--- config.mk ---
export PLATFORM = sky130hd
export DESIGN_NAME = pointer_joystick_to_keys
export DESIGN_NICKNAME = d
export VERILOG_FILES = /design/src/pjk_pkg.sv /design/src/pjk_queue.sv /design/src/pjk_front.sv /design/src/pjk_back.sv /design/src/pointer_joystick_to_keys.sv
export SDC_FILE = /design/constraint.sdc
export NUM_CORES = 2
export LEC_CHECK = 0
export BUFFER_PORTS_ARGS = -buffer_cell sky130_fd_sc_hd__buf_2
export CAP_MARGIN = 25
export CORE_MARGIN = 2
export CORE_UTILIZATION = 30
export CTS_CLUSTER_SIZE = 28
export DETAILED_ROUTE_END_ITERATION = 10
export SLEW_MARGIN = 10
export SYNTH_ARGS = -nofsm -noshare
export SYNTH_HDL_FRONTEND = slang
export SYNTH_SLANG_ARGS = --single-unit
export TNS_END_PERCENT = 1
--- constraint.sdc ---
create_clock -name clock -period 9.8 [get_ports clock]
set_input_delay 0.98 -clock clock [delete_from_list [all_inputs] [get_ports clock]]
set_output_delay 0.98 -clock clock [all_outputs]
set_load 0.1 [all_outputs]
--- src/pjk_pkg.sv ---
// Shared types and constants for the pointer joystick to keys block.
// Used by pjk_front, pjk_queue, pjk_back and pointer_joystick_to_keys.
`default_nettype none

package pjk_pkg;

   localparam int NUM_KEYS    = 7;
   localparam int NUM_BUTTONS = 3;
   localparam int QUEUE_DEPTH = 2;
   localparam int QUEUE_PTR_W = 1;

   typedef logic [NUM_KEYS-1:0] want_type;

   typedef enum logic [1:0] {
      OP_MOVE   = 2'd0,
      OP_BUTTON = 2'd1,
      OP_TICK   = 2'd2
   } op_type;

   typedef enum logic [2:0] {
      REG_CENTER_X       = 3'd0,
      REG_CENTER_Y       = 3'd1,
      REG_DEAD_ZONE      = 3'd2,
      REG_MAX_RADIUS     = 3'd3,
      REG_AXIS_THRESHOLD = 3'd4
   } reg_type;

   localparam int KEY_UP    = 0;
   localparam int KEY_DOWN  = 1;
   localparam int KEY_LEFT  = 2;
   localparam int KEY_RIGHT = 3;
   localparam int KEY_Z     = 4;

   localparam logic [15:0] CENTER_RESET    = 16'd0;
   localparam logic [11:0] DEAD_ZONE_RESET = 12'd30;
   localparam logic [11:0] MAX_RADIUS_RESET = 12'd200;
   localparam logic [8:0]  THRESHOLD_RESET = 9'd77;

   typedef enum logic [1:0] {
      FS_IDLE = 2'd0,
      FS_CALC = 2'd1,
      FS_PUSH = 2'd2
   } front_state_type;

   typedef enum logic [3:0] {
      ST_DX2   = 4'd0,
      ST_DY2   = 4'd1,
      ST_DZ2   = 4'd2,
      ST_MR2   = 4'd3,
      ST_THRMR = 4'd4,
      ST_THR2  = 4'd5,
      ST_PLO   = 4'd6,
      ST_PHI   = 4'd7,
      ST_SUM   = 4'd8,
      ST_CMP   = 4'd9
   } step_type;

   typedef struct packed {
      logic     valid;
      want_type want;
   } q_entry_type;

endpackage

`default_nettype wire

--- src/pjk_queue.sv ---
// Short queue of key want vectors between front and back.
// Depends on pjk_pkg.
`default_nettype none

module pjk_queue (
   input  wire logic               clock,
   input  wire logic               reset,
   input  wire pjk_pkg::q_entry_type push,
   output logic                    full,
   input  wire logic               pop,
   output pjk_pkg::q_entry_type    head
);
   import pjk_pkg::*;

   want_type               mem_ff [QUEUE_DEPTH];
   logic [QUEUE_PTR_W-1:0] wr_ptr_ff;
   logic [QUEUE_PTR_W-1:0] rd_ptr_ff;
   logic [QUEUE_PTR_W:0]   count_ff;
   logic [QUEUE_PTR_W:0]   count_in;
   logic                   do_push;
   logic                   do_pop;

   assign full      = (count_ff == (QUEUE_PTR_W+1)'(QUEUE_DEPTH));
   assign head.valid = (count_ff != '0);
   assign head.want  = mem_ff[rd_ptr_ff];
   assign do_push   = push.valid && !full;
   assign do_pop    = pop && head.valid;

   always_comb begin
      count_in = count_ff;
      if (do_push && !do_pop) begin
         count_in = count_ff + 1'b1;
      end else if (do_pop && !do_push) begin
         count_in = count_ff - 1'b1;
      end
   end

   always_ff @(posedge clock) begin
      if (reset) begin
         wr_ptr_ff <= '0;
         rd_ptr_ff <= '0;
         count_ff  <= '0;
      end else begin
         count_ff <= count_in;
         if (do_push) begin
            wr_ptr_ff <= wr_ptr_ff + 1'b1;
         end
         if (do_pop) begin
            rd_ptr_ff <= rd_ptr_ff + 1'b1;
         end
      end
   end

   always_ff @(posedge clock) begin
      if (do_push) begin
         mem_ff[wr_ptr_ff] <= push.want;
      end
   end

endmodule

`default_nettype wire

--- src/pjk_front.sv ---
// Front end: accepts items, keeps pointer, buttons and registers, and
// sequences the squared-distance compares of a tick. Depends on pjk_pkg.
`default_nettype none

module pjk_front (
   input  wire logic               clock,
   input  wire logic               reset,
   input  wire logic               req_valid,
   output logic                    req_ready,
   input  wire logic [1:0]         req_operation,
   input  wire logic signed [15:0] req_pointer_x,
   input  wire logic signed [15:0] req_pointer_y,
   input  wire logic [1:0]         req_button_index,
   input  wire logic               req_button_pressed,
   input  wire logic               req_active,
   input  wire logic               csr_valid,
   input  wire logic [2:0]         csr_index,
   input  wire logic [15:0]        csr_data,
   output pjk_pkg::q_entry_type    push,
   input  wire logic               full
);
   import pjk_pkg::*;

   function automatic logic axis_hit(input logic [15:0] mag, input logic [31:0] mag2,
                                     input logic clamp, input logic [20:0] thrmr,
                                     input logic [51:0] tpd);
      logic lin;
      logic sq;
      lin = {1'b0, mag, 8'b0} > {4'b0, thrmr};
      sq  = {4'b0, mag2, 16'b0} > tpd;
      return (mag != '0) && (clamp ? sq : lin);
   endfunction

   front_state_type state_ff, state_in;
   step_type        step_ff, step_in;

   logic [15:0] center_x_ff, center_y_ff;
   logic [11:0] dead_zone_ff, max_radius_ff;
   logic [8:0]  threshold_ff;
   logic [15:0] pos_x_ff, pos_y_ff;
   logic [NUM_BUTTONS-1:0] button_held_ff;

   logic [15:0] adx_ff, ady_ff;
   logic        x_neg_ff, y_neg_ff;
   logic [31:0] dx2_ff, dy2_ff;
   logic [32:0] d2_ff;
   logic [23:0] dz2_ff, mr2_ff;
   logic [20:0] thrmr_ff;
   logic [17:0] thr2_ff;
   logic [34:0] plo_ff;
   logic [33:0] phi_ff;
   logic [51:0] tpd_ff;
   want_type    want_ff, want_in;

   logic        accept;
   op_type      op;
   logic [16:0] dx_w, dy_w, dx_abs, dy_abs;
   logic [11:0] mr_eff;
   logic [17:0] mul_a, mul_b;
   logic [35:0] mul_p;
   logic        outer, clamp, x_hit, y_hit;

   assign op     = op_type'(req_operation);
   assign accept = req_valid && req_ready;
   assign mr_eff = (max_radius_ff == '0) ? 12'd1 : max_radius_ff;

   assign dx_w   = {pos_x_ff[15], pos_x_ff} - {center_x_ff[15], center_x_ff};
   assign dy_w   = {pos_y_ff[15], pos_y_ff} - {center_y_ff[15], center_y_ff};
   assign dx_abs = dx_w[16] ? (17'd0 - dx_w) : dx_w;
   assign dy_abs = dy_w[16] ? (17'd0 - dy_w) : dy_w;

   always_comb begin
      state_in = state_ff;
      unique case (state_ff)
         FS_IDLE: begin
            if (req_valid && op == OP_TICK) begin
               state_in = req_active ? FS_CALC : FS_PUSH;
            end
         end
         FS_CALC: begin
            if (step_ff == ST_CMP) begin
               state_in = FS_PUSH;
            end
         end
         FS_PUSH: begin
            if (!full) begin
               state_in = FS_IDLE;
            end
         end
         default: state_in = FS_IDLE;
      endcase
   end

   always_comb begin
      req_ready  = (state_ff == FS_IDLE);
      push.valid = (state_ff == FS_PUSH);
      push.want  = want_ff;
   end

   always_comb begin
      mul_a   = '0;
      mul_b   = '0;
      step_in = step_ff;
      unique case (step_ff)
         ST_DX2: begin
            mul_a = {2'b0, adx_ff}; mul_b = {2'b0, adx_ff}; step_in = ST_DY2;
         end
         ST_DY2: begin
            mul_a = {2'b0, ady_ff}; mul_b = {2'b0, ady_ff}; step_in = ST_DZ2;
         end
         ST_DZ2: begin
            mul_a = {6'b0, dead_zone_ff}; mul_b = {6'b0, dead_zone_ff}; step_in = ST_MR2;
         end
         ST_MR2: begin
            mul_a = {6'b0, mr_eff}; mul_b = {6'b0, mr_eff}; step_in = ST_THRMR;
         end
         ST_THRMR: begin
            mul_a = {9'b0, threshold_ff}; mul_b = {6'b0, mr_eff}; step_in = ST_THR2;
         end
         ST_THR2: begin
            mul_a = {9'b0, threshold_ff}; mul_b = {9'b0, threshold_ff}; step_in = ST_PLO;
         end
         ST_PLO: begin
            mul_a = thr2_ff; mul_b = {1'b0, d2_ff[16:0]}; step_in = ST_PHI;
         end
         ST_PHI: begin
            mul_a = thr2_ff; mul_b = {2'b0, d2_ff[32:17]}; step_in = ST_SUM;
         end
         ST_SUM: step_in = ST_CMP;
         ST_CMP: step_in = ST_DX2;
         default: step_in = ST_DX2;
      endcase
   end

   assign mul_p = mul_a * mul_b;

   always_comb begin
      outer = d2_ff >= {9'b0, dz2_ff};
      clamp = d2_ff > {9'b0, mr2_ff};
      x_hit = axis_hit(adx_ff, dx2_ff, clamp, thrmr_ff, tpd_ff);
      y_hit = axis_hit(ady_ff, dy2_ff, clamp, thrmr_ff, tpd_ff);
      want_in = '0;
      if (outer) begin
         want_in[KEY_UP]    = y_hit && y_neg_ff;
         want_in[KEY_DOWN]  = y_hit && !y_neg_ff;
         want_in[KEY_LEFT]  = x_hit && x_neg_ff;
         want_in[KEY_RIGHT] = x_hit && !x_neg_ff;
      end
      want_in[KEY_Z +: NUM_BUTTONS] = button_held_ff;
   end

   always_ff @(posedge clock) begin
      if (reset) begin
         state_ff       <= FS_IDLE;
         step_ff        <= ST_DX2;
         center_x_ff    <= CENTER_RESET;
         center_y_ff    <= CENTER_RESET;
         dead_zone_ff   <= DEAD_ZONE_RESET;
         max_radius_ff  <= MAX_RADIUS_RESET;
         threshold_ff   <= THRESHOLD_RESET;
         pos_x_ff       <= '0;
         pos_y_ff       <= '0;
         button_held_ff <= '0;
      end else begin
         state_ff <= state_in;
         if (state_ff == FS_CALC) begin
            step_ff <= step_in;
         end else begin
            step_ff <= ST_DX2;
         end
         if (csr_valid) begin
            unique case (reg_type'(csr_index))
               REG_CENTER_X:       center_x_ff   <= csr_data;
               REG_CENTER_Y:       center_y_ff   <= csr_data;
               REG_DEAD_ZONE:      dead_zone_ff  <= csr_data[11:0];
               REG_MAX_RADIUS:     max_radius_ff <= csr_data[11:0];
               REG_AXIS_THRESHOLD: threshold_ff  <= csr_data[8:0];
               default: ;
            endcase
         end
         if (accept && op == OP_MOVE) begin
            pos_x_ff <= req_pointer_x;
            pos_y_ff <= req_pointer_y;
         end
         if (accept && op == OP_BUTTON && req_button_index < 2'(NUM_BUTTONS)) begin
            button_held_ff[req_button_index] <= req_button_pressed;
         end
      end
   end

   always_ff @(posedge clock) begin
      if (accept && op == OP_TICK) begin
         adx_ff   <= dx_abs[15:0];
         ady_ff   <= dy_abs[15:0];
         x_neg_ff <= dx_w[16];
         y_neg_ff <= dy_w[16];
         want_ff  <= '0;
      end
      if (state_ff == FS_CALC) begin
         case (step_ff)
            ST_DX2:   dx2_ff   <= mul_p[31:0];
            ST_DY2:   dy2_ff   <= mul_p[31:0];
            ST_DZ2: begin
               dz2_ff <= mul_p[23:0];
               d2_ff  <= {1'b0, dx2_ff} + {1'b0, dy2_ff};
            end
            ST_MR2:   mr2_ff   <= mul_p[23:0];
            ST_THRMR: thrmr_ff <= mul_p[20:0];
            ST_THR2:  thr2_ff  <= mul_p[17:0];
            ST_PLO:   plo_ff   <= mul_p[34:0];
            ST_PHI:   phi_ff   <= mul_p[33:0];
            ST_SUM:   tpd_ff   <= {17'b0, plo_ff} + {1'b0, phi_ff, 17'b0};
            ST_CMP:   want_ff  <= want_in;
            default: ;
         endcase
      end
   end

endmodule

`default_nettype wire

--- src/pjk_back.sv ---
// Back end: pops want vectors, tracks pressed keys and emits key events
// through an output register. Depends on pjk_pkg.
`default_nettype none

module pjk_back (
   input  wire logic             clock,
   input  wire logic             reset,
   input  wire pjk_pkg::q_entry_type head,
   output logic                  pop,
   output logic                  rsp_valid,
   input  wire logic             rsp_ready,
   output logic [2:0]            rsp_key_index,
   output logic                  rsp_key_down,
   output logic                  rsp_last
);
   import pjk_pkg::*;

   want_type    key_pressed_ff;
   want_type    want_ff;
   want_type    diff_ff, diff_in;
   logic        valid_ff;
   logic [2:0]  key_ff;
   logic        down_ff;
   logic        last_ff;

   logic        emit;
   logic [2:0]  pick;
   want_type    pick_mask;
   logic        found;

   always_comb begin
      pick      = '0;
      pick_mask = '0;
      found     = 1'b0;
      for (int k = 0; k < NUM_KEYS; k++) begin
         if (!found && diff_ff[k]) begin
            found        = 1'b1;
            pick         = 3'(k);
            pick_mask[k] = 1'b1;
         end
      end
   end

   assign pop     = head.valid && (diff_ff == '0);
   assign emit    = (diff_ff != '0) && (!valid_ff || rsp_ready);
   assign diff_in = diff_ff & ~pick_mask;

   always_ff @(posedge clock) begin
      if (reset) begin
         key_pressed_ff <= '0;
         diff_ff        <= '0;
         valid_ff       <= 1'b0;
      end else begin
         if (pop) begin
            key_pressed_ff <= head.want;
            diff_ff        <= head.want ^ key_pressed_ff;
         end else if (emit) begin
            diff_ff <= diff_in;
         end
         if (emit) begin
            valid_ff <= 1'b1;
         end else if (rsp_ready) begin
            valid_ff <= 1'b0;
         end
      end
   end

   always_ff @(posedge clock) begin
      if (pop) begin
         want_ff <= head.want;
      end
      if (emit) begin
         key_ff  <= pick;
         down_ff <= |(want_ff & pick_mask);
         last_ff <= (diff_in == '0);
      end
   end

   assign rsp_valid     = valid_ff;
   assign rsp_key_index = key_ff;
   assign rsp_key_down  = down_ff;
   assign rsp_last      = last_ff;

endmodule

`default_nettype wire

--- src/pointer_joystick_to_keys.sv ---
// Pointer joystick to direction keys: top level joining front, queue and back.
// Depends on pjk_pkg, pjk_front, pjk_queue and pjk_back.
//
// Pointer moves and button changes can arrive every cycle while the front is
// idle. An active frame tick holds off new items while it latches the offset,
// runs ten steps through the one shared 18x18 multiplier, adder and compare
// sequence and hands the key want vector to the two-entry queue when it has
// room; an inactive tick skips the steps. The back pops a want vector when it
// has no events left and emits one key event per cycle while rsp_ready is
// high, via an output register, so events of one tick overlap the work of the
// next. Configuration writes are taken every cycle (csr_ready is high).
`default_nettype none

module pointer_joystick_to_keys (
   input  wire logic               clock,
   input  wire logic               reset,
   input  wire logic               req_valid,
   output logic                    req_ready,
   input  wire logic [1:0]         req_operation,
   input  wire logic signed [15:0] req_pointer_x,
   input  wire logic signed [15:0] req_pointer_y,
   input  wire logic [1:0]         req_button_index,
   input  wire logic               req_button_pressed,
   input  wire logic               req_active,
   output logic                    rsp_valid,
   input  wire logic               rsp_ready,
   output logic [2:0]              rsp_key_index,
   output logic                    rsp_key_down,
   output logic                    rsp_last,
   input  wire logic               csr_valid,
   output logic                    csr_ready,
   input  wire logic [2:0]         csr_index,
   input  wire logic [15:0]        csr_data
);
   import pjk_pkg::*;

   q_entry_type push;
   q_entry_type head;
   logic        full;
   logic        pop;

   assign csr_ready = 1'b1;

   pjk_front u_front (
      .clock              (clock),
      .reset              (reset),
      .req_valid          (req_valid),
      .req_ready          (req_ready),
      .req_operation      (req_operation),
      .req_pointer_x      (req_pointer_x),
      .req_pointer_y      (req_pointer_y),
      .req_button_index   (req_button_index),
      .req_button_pressed (req_button_pressed),
      .req_active         (req_active),
      .csr_valid          (csr_valid),
      .csr_index          (csr_index),
      .csr_data           (csr_data),
      .push               (push),
      .full               (full)
   );

   pjk_queue u_queue (
      .clock (clock),
      .reset (reset),
      .push  (push),
      .full  (full),
      .pop   (pop),
      .head  (head)
   );

   pjk_back u_back (
      .clock         (clock),
      .reset         (reset),
      .head          (head),
      .pop           (pop),
      .rsp_valid     (rsp_valid),
      .rsp_ready     (rsp_ready),
      .rsp_key_index (rsp_key_index),
      .rsp_key_down  (rsp_key_down),
      .rsp_last      (rsp_last)
   );

endmodule

`default_nettype wire

==> out/results.ini <==
[timing]
hold_violations = 0
setup_viol = 0
finalCritPeriodShare = 0.949
slew_viol_final = 0
setup_slack_ps = 505
clock_skew_ps = 22.1
worst_slew_pin_slew_ps = 1070
relSlewSlack = 0.276
rsz0062_at_grt = no
setup_tns_ps = 0
fmax_mhz = 108
finalCriticalPeriod_ps = 9300

[place]
dp_slack_ps = 686
dpl_cell_area_um2 = 38400
dp_hpwl_um = 80000
gp_congestion = 0.928
placed_cells = 5207
io_buffer_count = 68

[clocking]
numCtsBuffers = 52
h-tree-depth = 2
clk_pin_slew_ps = 60
cts_hold_buffers = 0
cts_setup_buffers = 0
cts_max_path_buffers = 3
cts_tree = yes
ctsResizeCount = 0
cts-root-buf = clkbuf_16
clock_sinks = 498
clock_latency_ps = 630

[run_status]
status = finished, final reports clean

[yosys]
synth_area_per_cell_um2 = 10.0
synth_cells = 3590
synth_edf_count = 365
synthArstFlopShare = 0
synth_nets = 4227
synth_cell_type_count = 98
yosysWarningCount = 0
synth_area_um2 = 35900
ys_ff_latch = 498
seq_area_frac_synth = 0.380
synth_top_flop_cell = edfxtp_1

[cells_and_area]
ff_latch_area_um2 = 13600
final_cells = 5307
drive_above_1_share = 0.0780
final_common_cell = inv_1
fin_nets = 4300
mostFrequentLayoutCells = 475 x inv_1, 453 x nand2_1, 365 x edfxtp_1
multiInputGateArea_um2 = 20200
final_area_um2 = 40200
area_growth_pct = 11.9
fillers = 12046

[route]
wire_per_inst_um = 19.5
firstDrtPassIters = 5
antenna_left = 0
viasPerCell = 4.96
routed_wl_um = 104000
drc = 0
first_iter_violations = 2157
vias = 26327

[setup_path]
regToRegEndpoint = u_front.dx2_ff[31]
r2r_start = u_front.step_ff[1]
cp_slowest_stage_delay_ps = 930
r2r_cells = 23
cp_common_cell = fa_1
crit_type = reg -> reg
cp_cell_sequence = inv_1 > nor2_1 > a22o_1 > a221o_1 > nand2_1 > fa_1 > fa_1 > fa_1 > inv_1 > fa_1 > fa_1 > inv_1 > fa_1 > inv_1 > ha_1 > nand4_1 > or4b_1 > a211oi_2 > a211oi_1 > o21bai_1 > a21oi_1 > nand4bb_1 > o311ai_1
critPathLaunchType = register
crit_path_end_kind = register
critPathMaxFanout = 43
worstPathArrival_ps = 9650
ff2ff_setup_slack_ps = 500
crit_slowest_cell = dfxtp_2
worst_ep_required_time_ps = 10150

[global_routing]
grt_pass1_vias = 26162
antenna_found_initial = 9
grt_first_pass_wirelength_um = 158000
grt-ovfl-total = 0
grt_max_degree = 98
grtUsageTotal = 0.170

[min_path]
hp-class = reg -> reg
min_to = u_front.tpd_ff[5]
worstHoldStart = u_front.plo_ff[5]
hold_depth = 0

[flow_run]
cap_violations = 0

[floorplanning]
io_pins = 70
rows = 126
initial_core_util = 0.303
die_h_um = 350
coreArea_um2 = 118000
die_area_um2 = 122000
die_w_um = 350

-- cell usage after synthesis (11+ instances only) --
cell type,instances,share of area
inv_1,475,0.050
xnor2_1,104,0.025
nor4_1,29,0.0051
nand3b_1,17,0.0036
nor2_1,279,0.029
a31oi_1,14,0.0024
a21o_1,120,0.025
nand3_1,39,0.0054
xor2_1,38,0.0093
and3_1,21,0.0037
a211oi_1,30,0.0063
nor2b_1,41,0.0071
o21ai_0,77,0.011
mux2i_1,34,0.0095
edfxtp_1,365,0.31
fa_1,243,0.14
a21oi_1,245,0.034
nand4_1,38,0.0066
and2_1,28,0.0049
nand2b_1,30,0.0052
o211ai_1,13,0.0027
a211o_1,12,0.0029
nand2_1,453,0.047
clkbuf_1,95,0.0099
a22o_1,11,0.0027
dfxtp_1,133,0.074
o21a_1,25,0.0052
ha_1,332,0.12
nor3_1,44,0.0061
o21bai_1,11,0.0023
-- layer usage --
layer / routed length (um) / track usage
met5: 39 / 0
met2: 46400 / 0.271
met1: 45500 / 0.228
met3: 8220 / 0.0397
met4: 3450 / 0.0556
-- metrics by stage --
stage / hold WS (ps) / utilization
6_report: 419 / 0.339
5_1_grt: 424 / 0.339
4_1_cts: 420 / 0.339
3_5_place_dp: 405 / 0.324
3_3_place_gp: 402 / 0.324
2_1_floorplan: 400 / -
-- flip-flops by register name, indices dropped and copies added (netlist names), 18 cells and up, named ones only --
register and cells:
u_front.d2_ff 33, u_front.dx2_ff 32, u_front.dy2_ff 32, u_front.dz2_ff 24, u_front.mr2_ff 24, u_front.phi_ff 34, u_front.plo_ff 35, u_front.thr2_ff 18
u_front.thrmr_ff 21, u_front.tpd_ff 52
-- worst max-delay path by stage --
stage	cells after the start	slack, ps	to	startpoint
4_1_cts	23	640	u_front.dx2_ff[31]	u_front.step_ff[1]
3_5_place_dp	23	690	u_front.plo_ff[31]	u_front.step_ff[1]
2_1_floorplan	29	2140	u_front.dx2_ff[31]	u_front.step_ff[1]
5_1_grt	24	2	u_front.dx2_ff[31]	u_front.step_ff[1]
3_3_place_gp	26	610	u_front.phi_ff[31]	u_front.step_ff[1]
6_report	23	500	u_front.dx2_ff[31]	u_front.step_ff[1]
-- worst max-delay path: cells and delay by family (launching register included) --
kind	cells	cell delay [ps]
AO/OA/AOI/OAI	7	2120
adder cells (fa/ha/maj)	7	3490
buffers and inverters	4	400
flip-flops	1	930
AND/OR/NAND/NOR	5	2060
-- cell families after synthesis --
group,synth area share
AO/OA/AOI/OAI,0.125
other,0.000105
flip-flops,0.380
XOR/XNOR,0.0351
multiplexers,0.0107
buffers and inverters,0.0627
adder cells (fa/ha/maj),0.252
AND/OR/NAND/NOR,0.135
-- layout make-up --
class,instances,share of cell area
Multi-Input combinational cell,2503,0.502
Sequential cell,498,0.339
Tap cell,1600,0.0498
Inverter,477,0.0446
Clock buffer,63,0.0358
Timing Repair Buffer,131,0.0209
Clock inverter,33,0.00769
Antenna cell,2,0.000125
Power is left out: the tool's default activity adds up to more than one toggle a clock period on the data nets, which glitch-free logic cannot reach.
